===== src/design/clcg_pkg.sv =====
`default_nettype none

package clcg_pkg;

  // Part one: 40014 * s mod 2147483563, part two: 40692 * s mod 2147483399.
  localparam logic [15:0] LCG_A1 = 16'd40014;
  localparam logic [15:0] LCG_A2 = 16'd40692;
  localparam logic [30:0] LCG_M1 = 31'd2147483563;
  localparam logic [30:0] LCG_M2 = 31'd2147483399;

  // Each modulus is 2^31 minus a small constant, so 2^31 folds to that constant.
  localparam logic [7:0] LCG_C1 = 8'd85;
  localparam logic [7:0] LCG_C2 = 8'd249;

  // Combined outputs and window offsets live modulo m1 - 1.
  localparam logic [30:0] OUT_MOD = 31'd2147483562;

  localparam logic [9:0] TOLERANCE_RESET = 10'd100;

  // Configuration register indexes, taken from paddr[3:2].
  localparam logic [1:0] REG_TARGET_SECOND = 2'd0;
  localparam logic [1:0] REG_TARGET_THIRD  = 2'd1;
  localparam logic [1:0] REG_TOLERANCE     = 2'd2;

  typedef struct packed {
    logic [30:0] first;
    logic [30:0] second;
  } state_pair_t;

endpackage

`default_nettype wire


===== src/design/clcg_advance.sv =====
`default_nettype none

// Advances both generator parts by one step over three register stages:
// multiply, fold the bits above 2^31, then a second fold and final correction.
module clcg_advance
  import clcg_pkg::*;
(
  input  wire logic        clk,
  input  wire logic        en,
  input  wire state_pair_t state,
  output state_pair_t      advanced
);

  logic [46:0] prod_first;
  logic [46:0] prod_second;
  logic [31:0] fold_first;
  logic [31:0] fold_second;

  // The folded value is below 2^31 + 2^24. When bit 31 is set the remainder
  // is the low part plus the fold constant, which is already below the modulus.
  function automatic logic [30:0] finish(input logic [31:0] f, input logic [7:0] c,
                                         input logic [30:0] m);
    logic [30:0] res;
    if (f[31]) begin
      res = f[30:0] + 31'(c);
    end else if (f[30:0] >= m) begin
      res = f[30:0] - m;
    end else begin
      res = f[30:0];
    end
    return res;
  endfunction

  always_ff @(posedge clk) begin
    if (en) begin
      prod_first  <= 47'(state.first) * 47'(LCG_A1);
      prod_second <= 47'(state.second) * 47'(LCG_A2);

      fold_first  <= 32'(prod_first[46:31]) * 32'(LCG_C1) + 32'(prod_first[30:0]);
      fold_second <= 32'(prod_second[46:31]) * 32'(LCG_C2) + 32'(prod_second[30:0]);

      advanced.first  <= finish(fold_first, LCG_C1, LCG_M1);
      advanced.second <= finish(fold_second, LCG_C2, LCG_M2);
    end
  end

endmodule

`default_nettype wire


===== config.mk =====
export PLATFORM = sky130hd
export DESIGN_NAME = clcg_advance
export DESIGN_NICKNAME = d
export VERILOG_FILES = /design/src/design/clcg_pkg.sv /design/src/design/clcg_advance.sv
export SDC_FILE = /design/constraint.sdc
export NUM_CORES = 2
export LEC_CHECK = 0
export BUFFER_PORTS_ARGS = -buffer_cell sky130_fd_sc_hd__buf_4
export CORE_MARGIN = 1.5
export CORE_UTILIZATION = 53
export DETAILED_ROUTE_END_ITERATION = 8
export PLACE_DENSITY = 0.72
export RECOVER_POWER = 100
export SYNTH_ARGS = -nofsm -noshare
export SYNTH_HDL_FRONTEND = slang
export SYNTH_SLANG_ARGS = --single-unit

===== constraint.sdc =====
create_clock -name clk -period 17.8 [get_ports clk]
set_clock_uncertainty 0.1 [all_clocks]
set_input_delay 0.89 -clock clk [delete_from_list [all_inputs] [get_ports clk]]
set_output_delay 0.89 -clock clk [all_outputs]
set_load 0.01 [all_outputs]

== Word level (Yosys, flattened, before mapping) ==
Cells that the tools add are included.

* Logic and storage cells: 22
* Output and inout bits: 62
* Input bits: 64
* Register bits: 217

* Order comparisons: 2
* Multipliers: 4
* Add/subtract/negate cells: 6
* Mux-type cells: 4

{| class="wikitable"
|+ Operators by type and width
! kind !! count
|-
| $mux 31 || 4
|-
| $ge 31x31->1 const B || 2
|-
| $sub 31x31->31 const B || 2
|-
| $mul 31x15->46 const B || 1
|-
| $mul 31x14->45 const B || 1
|-
| $add 23x31->32 || 1
|-
| $add 24x31->32 || 1
|-
| $add 31x7->31 const B || 1
|-
| $add 31x8->31 const B || 1
|-
| $mul 16x8->24 const B || 1
|-
| $mul 16x7->23 const B || 1
|}

== Depth between registers and ports, before layout ==
* Depth after elaboration: 3
* Mapped depth: 21

== Worst setup path before layout ==
No wires, ideal clock.

* Kind: in2reg
* Start point: in state[6] in the netlist's numbering
* End point: reg prod_second[46] (data pin)
* Required time: 17.440 ns
* Arrival: 5.901 ns
* Setup time: 0.260 ns
* Stages: 16
* Path slack: 11.539 ns
* Cells stage by stage: fa_1 > fa_1 > fa_1 > fa_1 > fa_1 > fa_1 > ha_1 > a21o_1 > a21o_1 > a21o_1 > nor4bb_1 > o31a_1 > o31a_1 > o31ai_2 > a221oi_2 > xnor2_1

* Word-level cells in the longest chain between the ends: 1

{| class="wikitable"
|+ Ends and longest elaborated chain
! element !! line !! text
|-
| start: declaration || clcg_advance.sv:10 || <nowiki>input wire state_pair_t state,</nowiki>
|-
| $mul 31x14->45 || clcg_advance.sv:37 || <nowiki>prod_second <= 47'(state.second) * 47'(LCG_A2);</nowiki>
|-
| end signal: assignment || clcg_advance.sv:37 ||
|-
| end: declaration || clcg_advance.sv:15 || <nowiki>logic [46:0] prod_second;</nowiki>
|}

No other way between the ends.
A chain may end at the register's enable or synchronous reset.

== Final worst setup path ==
* Start point: in state[4] in the netlist's numbering
* End point: reg prod_second[35] (data pin)

Same word-level chain as after synthesis.

==> summary.txt <==
Run status
  – Outcome: complete, but fails checks
  – Failing checks: max-capacitance violations, max-slew violations

Yosys
  – Post-synth EDFFs: 217
  – Synth warn: 0
  – Sequential share of the synthesized area: 21.7%
  – Synth cell types: 76
  – Yosys top cell area share: 29.8%
  – Synth area leaders: fa_1, edfxtp_1, ha_1
  – Net count after synthesis: 3794
  – Ys flop type: edfxtp_1
  – Syn Inst Count: 2833
  – Register bit count reported by yosys: 217
  – Post-synthesis area per instance: 10.6 µm²
  – Yosys top cell by area: fa_1
  – Asr flop ratio synth: 0%
  – Mapped Area: 30000 µm²

Critical path
  – R2R setup slack: 11.96 ns
  – Worst setup EP type: flop
  – Worst-path cell chain: clkbuf_1, fa_1, ha_1, inv_1, fa_1, inv_1, fa_1, fa_1, inv_1, fa_1, inv_1, ha_1, a21oi_1, o21ai_0, a22oi_1, a21boi_0, o21bai_1, a221oi_1, o21a_1, o21ai_0, xor2_1
  – Nature of the critical path startpoint: primary input
  – Worst path required time: 17.95 ns
  – CP arrival: 6.89 ns
  – CP Class: in -> reg
  – CP max FO: 7
  – Slowest CP cell: fa_1
  – Worst path most repeated cell: fa_1
  – CP peak stage delay: 0.54 ns

Timing
  – Max_slew headroom: -165%
  – Min cycle time layout: 6.74 ns
  – Fin Setup TNS: 0 ns
  – Final setup margin: 11.06 ns
  – Max Fclk: 148 MHz
  – Final hold vios: 0
  – RSZ-0062 raised after global routing: false
  – Final Cycle Share: 37.8%
  – Slew at the pin closest to its max-slew limit: 3.97 ns
  – Slew Viols, Final: 222
  – Setup violations, final: 0

Global routing
  – Largest net degree at the start of global routing: 82
  – Congestion Overflow GR: 0
  – Global-route wire length before repair: 106 mm
  – GRT Util Overall: 22.9%
  – Initial antenna violation count: 0
  – Vias in the first global route: 20800

Place
  – Worst slack at placement: 10.95 ns
  – Port-buffer cells: 125
  – Dpl hpwl: 55.4 mm
  – RD Place Congestion: 0.927
  – Cells after DPL: 3690

Clocking
  – # resized after CTS: 0
  – CTS tree: built
  – Clk sinks: 217
  – Clk slew on worst S/H paths: 0.06 ns
  – Worst skew pair latency: 0.52 ns
  – Hold buffer count at cts: 0
  – Root buffer cell: clkbuf_16
  – Setup Buffers After CTS: 0
  – TritonCTS buffer count: 22
  – Clock Path Buffers: 3
  – H-tree Lvls: 1

Cells and area
  – Fillers: 4901
  – Multi-input gate area: 20600 µm²
  – ANT cells: 0
  – P&R area growth vs syn: 7.24%
  – Post-route insts no fill: 3729
  – Layout Utilization: 57.3%
  – Count of nets after finishing: 3919
  – Commonest non-fill, non-tap cell in the layout: inv_1
  – Commonest non-fill, non-tap cells in the layout: inv_1, ha_1, fa_1
  – Proportion of layout cells with a drive suffix above 1: 3.46%
  – Sequential cell area: 6520 µm²

Detailed routing
  – DR WL/cell: 16.9 µm
  – Detailed Route WL: 62.9 mm
  – First-pass DRT Iterations: 5
  – Drt initial violations: 998
  – Drt drc: 0
  – DRT antenna net count: 0
  – Vias: 19500
  – Via-to-Cell Ratio: 5.24

Die
  – Initial Util: 53.5%
  – FP Rows: 87
  – Die ar.: 58100 µm²
  – Io pins: 126
  – Core area: 56200 µm²
  – Die width: 241 µm
  – Die Span Y: 241 µm

Flow run
  – Max Cap Violations: 3

Min path
  – Worst hold path type: reg -> reg
==> final cells by class <==
type / instances / share of cell area (%)
Multi-Input combinational cell: 1862 / 64.0
Sequential cell: 217 / 20.2
Inverter: 728 / 8.48
Tap cell: 756 / 2.94
Timing Repair Buffer: 127 / 2.11
Clock buffer: 26 / 1.82
Clock inverter: 13 / 0.439
==> worst paths after layout <==
| path | start | endpoint | cells after the start |
|---|---|---|---|
| min reg2reg | prod_first[1] | fold_first[1] | 1 |
| min | prod_first[1] | fold_first[1] | 1 |
| max | state[4] | prod_second[35] | 21 |
| max reg2reg | prod_second[33] | fold_second[28] | 14 |
==> metrics by stage <==
step | cell area [µm²] | hold WS [ns]
2_1_floorplan | 30000 | 0.364
3_3_place_gp | 31800 | 0.444
3_5_place_dp | 31800 | 0.440
4_1_cts | 32600 | 0.454
5_1_grt | 32200 | 0.478
6_report | 32200 | 0.458
==> synth_stat cells (all sizes together), types with 5 or more instances <==
cell,n
a31o,5
nand4,30
a21oi,122
a31oi,12
a21o,57
a2111oi,6
nand3,42
or3,5
a211oi,9
nor3,28
a311oi,6
o21a,24
o31ai,6
o21ai,62
and4,7
o21bai,17
and3,18
xor2,64
o2111ai,7
nand2,116
nor2,101
ha,450
clkbuf,23
inv,728
edfxtp,217
o211ai,7
nand2b,14
xnor2,115
and2,5
a221oi,8
fa,447
nor2b,15
o31a,7
==> worst max-delay path, delay by kind of cell <==
family	cells	cell delay (ns)
AOI/OAI and AO/OA	8	1.87
xor gates and xnor gates	1	0.18
adders and majority gates	7	3.30
buffers and inverters	5	0.63
==> flip-flops by register name, indices dropped and copies added, names as in the netlist <==
| register | count |
|---|---|
| fold_first | 32 |
| advanced | 62 |
| prod_first | 46 |
| fold_second | 32 |
| prod_second | 45 |
==> cell families (layout without fill, tap and decap cells) <==
family,Yosys count,count (layout),synth area share (%)
buffers and inverters,754,894,9.44
XOR/XNOR,179,179,5.22
AO/OA/AOI/OAI,382,382,8.48
adder cells (fa/ha/maj),897,897,48.5
multiplexers,4,4,0.146
AND/OR/NAND/NOR,400,400,6.49
flip-flops,217,217,21.7
==> routing by layer <==
layer	vias to the layer above	global-route usage [%]	part of all wire [%]
met5	-	0	0
met4	0	3.62	1.2
met3	57	2.05	4.0
met2	390	36.5	45
met1	9623	34.6	50
li1	9454	-	-
Power is not shown: default switching activity piles up to over one toggle a cycle in this logic, so the estimate is an artifact.
