<file path="config.mk">
export PLATFORM = sky130hd
export DESIGN_NAME = clcg_window
export DESIGN_NICKNAME = d
export VERILOG_FILES = /design/src/design/clcg_pkg.sv /design/src/design/clcg_window.sv
export SDC_FILE = /design/constraint.sdc
export NUM_CORES = 1
export LEC_CHECK = 0
export BUFFER_PORTS_ARGS = -buffer_cell sky130_fd_sc_hd__buf_4
export CORE_ASPECT_RATIO = 0.5
export CORE_UTILIZATION = 60
export DETAILED_ROUTE_END_ITERATION = 16
export PLACE_DENSITY = 0.91
export SLEW_MARGIN = 40
export SYNTH_ARGS = -nofsm -noshare
export SYNTH_HDL_FRONTEND = slang
export SYNTH_SLANG_ARGS = --single-unit
</file>
<file path="constraint.sdc">
create_clock -name clk -period 3.5 [get_ports clk]
set_input_delay 0.175 -clock clk [delete_from_list [all_inputs] [get_ports clk]]
set_output_delay 0.175 -clock clk [all_outputs]
set_load 0.03 [all_outputs]
</file>
<file path="src/design/clcg_pkg.sv">
`default_nettype none

package clcg_pkg;

  // Part one: 40014 * s mod 2147483563, part two: 40692 * s mod 2147483399.
  localparam logic [15:0] LCG_A1 = 16'd40014;
  localparam logic [15:0] LCG_A2 = 16'd40692;
  localparam logic [30:0] LCG_M1 = 31'd2147483563;
  localparam logic [30:0] LCG_M2 = 31'd2147483399;

  // Each modulus is 2^31 minus a small constant, so 2^31 folds to that constant.
  localparam logic [7:0] LCG_C1 = 8'd85;
  localparam logic [7:0] LCG_C2 = 8'd249;

  // Combined outputs and window offsets live modulo m1 - 1.
  localparam logic [30:0] OUT_MOD = 31'd2147483562;

  localparam logic [9:0] TOLERANCE_RESET = 10'd100;

  // Configuration register indexes, taken from paddr[3:2].
  localparam logic [1:0] REG_TARGET_SECOND = 2'd0;
  localparam logic [1:0] REG_TARGET_THIRD  = 2'd1;
  localparam logic [1:0] REG_TOLERANCE     = 2'd2;

  typedef struct packed {
    logic [30:0] first;
    logic [30:0] second;
  } state_pair_t;

endpackage

`default_nettype wire

</file>
<file path="src/design/clcg_window.sv">
`default_nettype none

// Tests ((z + tol - center) mod (m1 - 1)) <= 2 * tol over four register stages.
// The center must already be reduced below m1 - 1.
module clcg_window
  import clcg_pkg::*;
(
  input  wire logic        clk,
  input  wire logic        en,
  input  wire logic [30:0] z,
  input  wire logic [9:0]  tol,
  input  wire logic [30:0] center,
  output logic             hit
);

  logic [31:0] sum;
  logic [30:0] reduced;
  logic [31:0] offset;
  logic [31:0] wrapped;
  logic [31:0] span;

  assign span    = 32'({tol, 1'b0});
  assign wrapped = offset + 32'(OUT_MOD);

  always_ff @(posedge clk) begin
    if (en) begin
      sum     <= 32'(z) + 32'(tol);
      reduced <= (sum >= 32'(OUT_MOD)) ? 31'(sum - 32'(OUT_MOD)) : sum[30:0];
      offset  <= 32'(reduced) - 32'(center);
      // A negative offset wraps once by the modulus.
      hit     <= offset[31] ? (wrapped <= span) : (offset <= span);
    end
  end

endmodule

`default_nettype wire

</file>
; ---- Yosys cells after proc, flatten, opt, wreduce, memory -nomap -nowiden
; Cells that the tools add are included.
[totals]
register_bits = 96
latch_bits = 0
ramBits = 0
romBits = 0
inputBits = 74
out_inout_bits = 1
word_cells = 13
mem_count = 0
[classes]
addsub = 4
n_mul = 0
div = 0
magnitude_cmp = 3
eq_ne = 0
n_shift = 0
n_mux = 2
bitwise_logic = 0
n_reduce_logical = 0
[op_table]
columns = operator, n
row1 = $le 32x11->1, 2
row2 = $add 31x10->32, 1
row3 = $add 32x31->32 const B, 1
row4 = $ge 32x31->1 const B, 1
row5 = $sub 31x31->32, 1
row6 = $mux 31, 1
row7 = $sub 31x31->31 const B, 1
row8 = $mux 1, 1

; ---- Logic depth before layout (Yosys ltp)
[logic_depth]
depth_word = 3
mapped_depth = 12
mapped_depth_nobuf = 12

; ---- Worst setup path before layout
; OpenSTA, ideal clock, no wires.
[synth_timing]
kind = register to register
start = register offset[1]
end = register hit (data pin)
setup_ps = 262
arrival_time_ps = 2268
t_required_ps = 3238
path_slack_ps = 970
path_stages_with_launch = 13
path_buffers = 0
synth_period_minus_slack_ps = 2530
cell_sequence = edfxtp_1 ha_1 o21a_1 o21ai_0 xor2_1 ha_1 nand4_1 a21oi_1 o31a_1 o21ai_0 a21o_1 a31oi_1 o31ai_1
[synth_via]
elab_chain_len = 3
word_cells_on_any_way = 4
cone_classes = add/sub: 1 / order compare: 2 / mux: 1
[synth_lines]
columns = element, line
row1 = from (decl), clcg_window.sv:18  ; logic [31:0] offset;
row2 = from (signal assigned), clcg_window.sv:29  ; offset <= 32'(reduced) - 32'(center);
row3 = $add 32x31->32, clcg_window.sv:23  ; assign wrapped = offset + 32'(OUT_MOD);
row4 = $le 32x11->1, clcg_window.sv:31  ; hit <= offset[31] ? (wrapped <= span) : (offset <= span);
row5 = $mux 1 (*), clcg_window.sv:31
row6 = to (signal assigned), clcg_window.sv:31
row7 = to (decl), clcg_window.sv:13  ; output logic hit
; Every way passes the cells marked *; elsewhere a longest branch is shown, timed or not.
; A chain may end at the register's enable or synchronous reset.

; ---- Final worst setup path
[layout_timing]
start = register reduced[1]
end = register offset[31] (data pin)
[layout_via]
elab_chain_len = 1
[layout_lines]
columns = element, line
row1 = from (decl), clcg_window.sv:17  ; logic [30:0] reduced;
row2 = from (signal assigned), clcg_window.sv:28  ; reduced <= (sum >= 32'(OUT_MOD)) ? 31'(sum - 32'(OUT_MOD)) : sum[30:0];
row3 = $sub 31x31->32, clcg_window.sv:29
; Every way passes these cells.

==> flow_metrics.tcl <==
set metrics [dict create \
    worst_pin_slew_ns 0.793 \
    area_growth_pct 15.2 \
    vias 5449 \
    cts_resized 0 \
    slew-limit-headroom 0.471 \
    synthArstFlopShare 0 \
    finalSetupTns_ns 0 \
    final_nets 897 \
    cts.clk_slew.worst_paths_ns 0.07 \
    rsz0062_at_grt "no" \
    ir_worst_vdd_v 0.000277 \
    min_period_ns 2.98 \
    grt_max_degree 62 \
    track_usage 0.273 \
    pwr_density_cell_mw_per_mm2 457 \
    io_buffers 74 \
    die-area_mm2 0.0118 \
    dr.pass1.iters 11 \
    die_w_um 152 \
    timing.final.crit_share 0.851 \
    antenna_left 0 \
    syn_nets 813 \
    ys_seq_area_frac 0.424 \
    grt_pass1_wl_um 24900 \
    final-setup-viol-count 0 \
    drc 4 \
    violations "DRC" \
    viasPerCell 6.00 \
    htreeDepth 3 \
    hold_viol_final 0 \
    drv_cap 0 \
    start_util 0.617 \
    drive_gt1_frac 0.135 \
    synth_largest_area_cell "edfxtp_1" \
    clockBufferDepth 2 \
    hpwlAfterDp_um 11800 \
    wl_um 15300 \
    post_cts_buffers 0 \
    fmax_ghz 0.336 \
    synth_most_common_cell "edfxtp_1" \
    critical_path.max_fanout 5 \
    synthTopCellsByCount "edfxtp_1 (96), ha_1 (63), inv_1 (62)" \
    cts_tree "built" \
    clock_skew_ns 0.00831 \
    clk_latency_ns 0.35 \
    synthFlopType "edfxtp_1" \
    cts.sinks 96 \
    hold_path_class "input port to flop" \
    start_kind "flop" \
    drt_iter0_markers 385 \
    netlist_top_cells_area "edfxtp_1 (42%), ha_1 (12%), xnor2_1 (6.4%)" \
    p_total_mw 3.58 \
    fill_cells 726 \
    finalWeightedCongestion 0.887 \
    grt_pass1_vias 5267 \
    rows 27 \
    path_class "flop to flop" \
    wl_per_cell_um 16.9 \
    synth_top_area_frac 0.424 \
    ys_ff_latch 96 \
    die_h_um 77.2 \
    outcome "finished, violations left" \
    maxSlewViolCount 0 \
    cts_hold_buf 0 \
    synthCells 674 \
    root_buffer "clkbuf_16" \
    synth_cell_types 53 \
    crit_arrival_ns 3.18 \
    crit_required_ns 3.70 \
    coreArea_mm2 0.0110 \
    num_io_pins 75 \
    synth-edff-count 96 \
    power_leakage_nw 3.33 \
    synth_area_mm2 0.00679 \
    ys.warnings.count 0 \
    numCtsBuffers 9 \
    syn_area_per_cell_um2 10.1 \
    diodes 0 \
    gr-total-overflow 0 \
    endpoint_kind "flop" \
    antenna_found_initial 0 \
]
-- cell families after synthesis --
kind of cell / Yosys count / synth area share
and+or+nand+nor: 209 / 0.161
DFF: 96 / 0.424
muxes: 1 / 0.00147
buffers and inverters: 67 / 0.0381
adders and majority gates: 65 / 0.122
AOI/OAI and AO/OA: 145 / 0.136
xor gates and xnor gates: 91 / 0.117
-- per-stage QoR --
step | worst slack, ns | hold slack [ns] | cells | instance area, um^2 | util
global route | 0.417 | 0.132 | 908 | 7830 | 0.711
detailed placement | 0.543 | 0.422 | 892 | 7540 | 0.684
global placement | 0.649 | 0.419 | 892 | 7530 | 0.684
CTS | 0.599 | 0.118 | 908 | 7830 | 0.711
finish | 0.520 | 0.126 | 908 | 7830 | 0.711
floorplan | 0.970 | 0.287 | 674 | 6790 | -
-- flip-flops by register name, indices dropped and copies added (netlist names) --
register / flops
offset: 32
reduced: 31
hit: 1
sum: 32
-- routing by layer --
metal,global-route usage,share of wire,up-vias
li1,-,-,2623
met1,0.340,0.43,2555
met2,0.471,0.47,236
met3,0.0548,0.073,35
met4,0.106,0.026,0
met5,0,0,-
-- cell usage in the layout, fill, tap and decap left out, drive strengths merged, types with 3 or more instances in the layout --
master | synthesis | layout
a21o | 14 | 14
o31a | 3 | 3
buf | 1 | 78
and3 | 20 | 20
a211oi | 3 | 3
a31oi | 8 | 8
o31ai | 3 | 3
ha | 63 | 63
xnor2 | 50 | 50
a21boi | 5 | 5
o211ai | 5 | 5
nand3 | 26 | 26
o21a | 15 | 15
nor2b | 11 | 11
or4 | 4 | 4
edfxtp | 96 | 96
inv | 62 | 66
a21oi | 43 | 43
o21ai | 30 | 30
nand2b | 9 | 9
nor4 | 6 | 6
clkbuf | 4 | 9
and2 | 6 | 6
nand2 | 42 | 42
or3 | 4 | 4
nor2 | 46 | 46
nand4 | 14 | 14
nor3 | 12 | 12
a2111oi | 3 | 3
clkinv | 0 | 3
xor2 | 41 | 41
-- final timing paths --
| check | slack (ns) | from | endpoint | cells after the start |
|---|---|---|---|---|
| worst max-delay path | 0.52 | reduced[1] | offset[31] | 9 |
| worst min-delay path | 0.13 | z[15] | sum[15] | 2 |
| worst max register to register | 0.52 | reduced[1] | offset[31] | 9 |
| worst min register to register | 0.43 | sum[0] | reduced[0] | 0 |
-- layout make-up --
cell class	count	area (um^2)	share of cell area
tap	145	181	0.0232
timing repair buffer	78	586	0.0748
sequential	96	2880	0.368
inverter	62	233	0.0297
clock inverter	7	62.6	0.00799
clock buffer	9	225	0.0288
multi-input combinational	511	3650	0.467
-- report_power, final --
group | internal (mW) | switching (mW) | total, mW
combinational | 0.468 | 0.567 | 1.03
clock | 0.498 | 0.461 | 0.959
sequential | 1.47 | 0.113 | 1.58
-- critical path: stages (launching register included) --
cell and delay (ns):
edfxtp_1 0.39, ha_1 0.28, nor2b_1 0.14, o31a_1 0.32, o311ai_1 0.46, a31o_2 0.25, a31oi_1 0.15, a221o_1 0.38
or4_1 0.39, o21ai_0 0.08
Note: power is estimated with default switching activity, not from simulation.
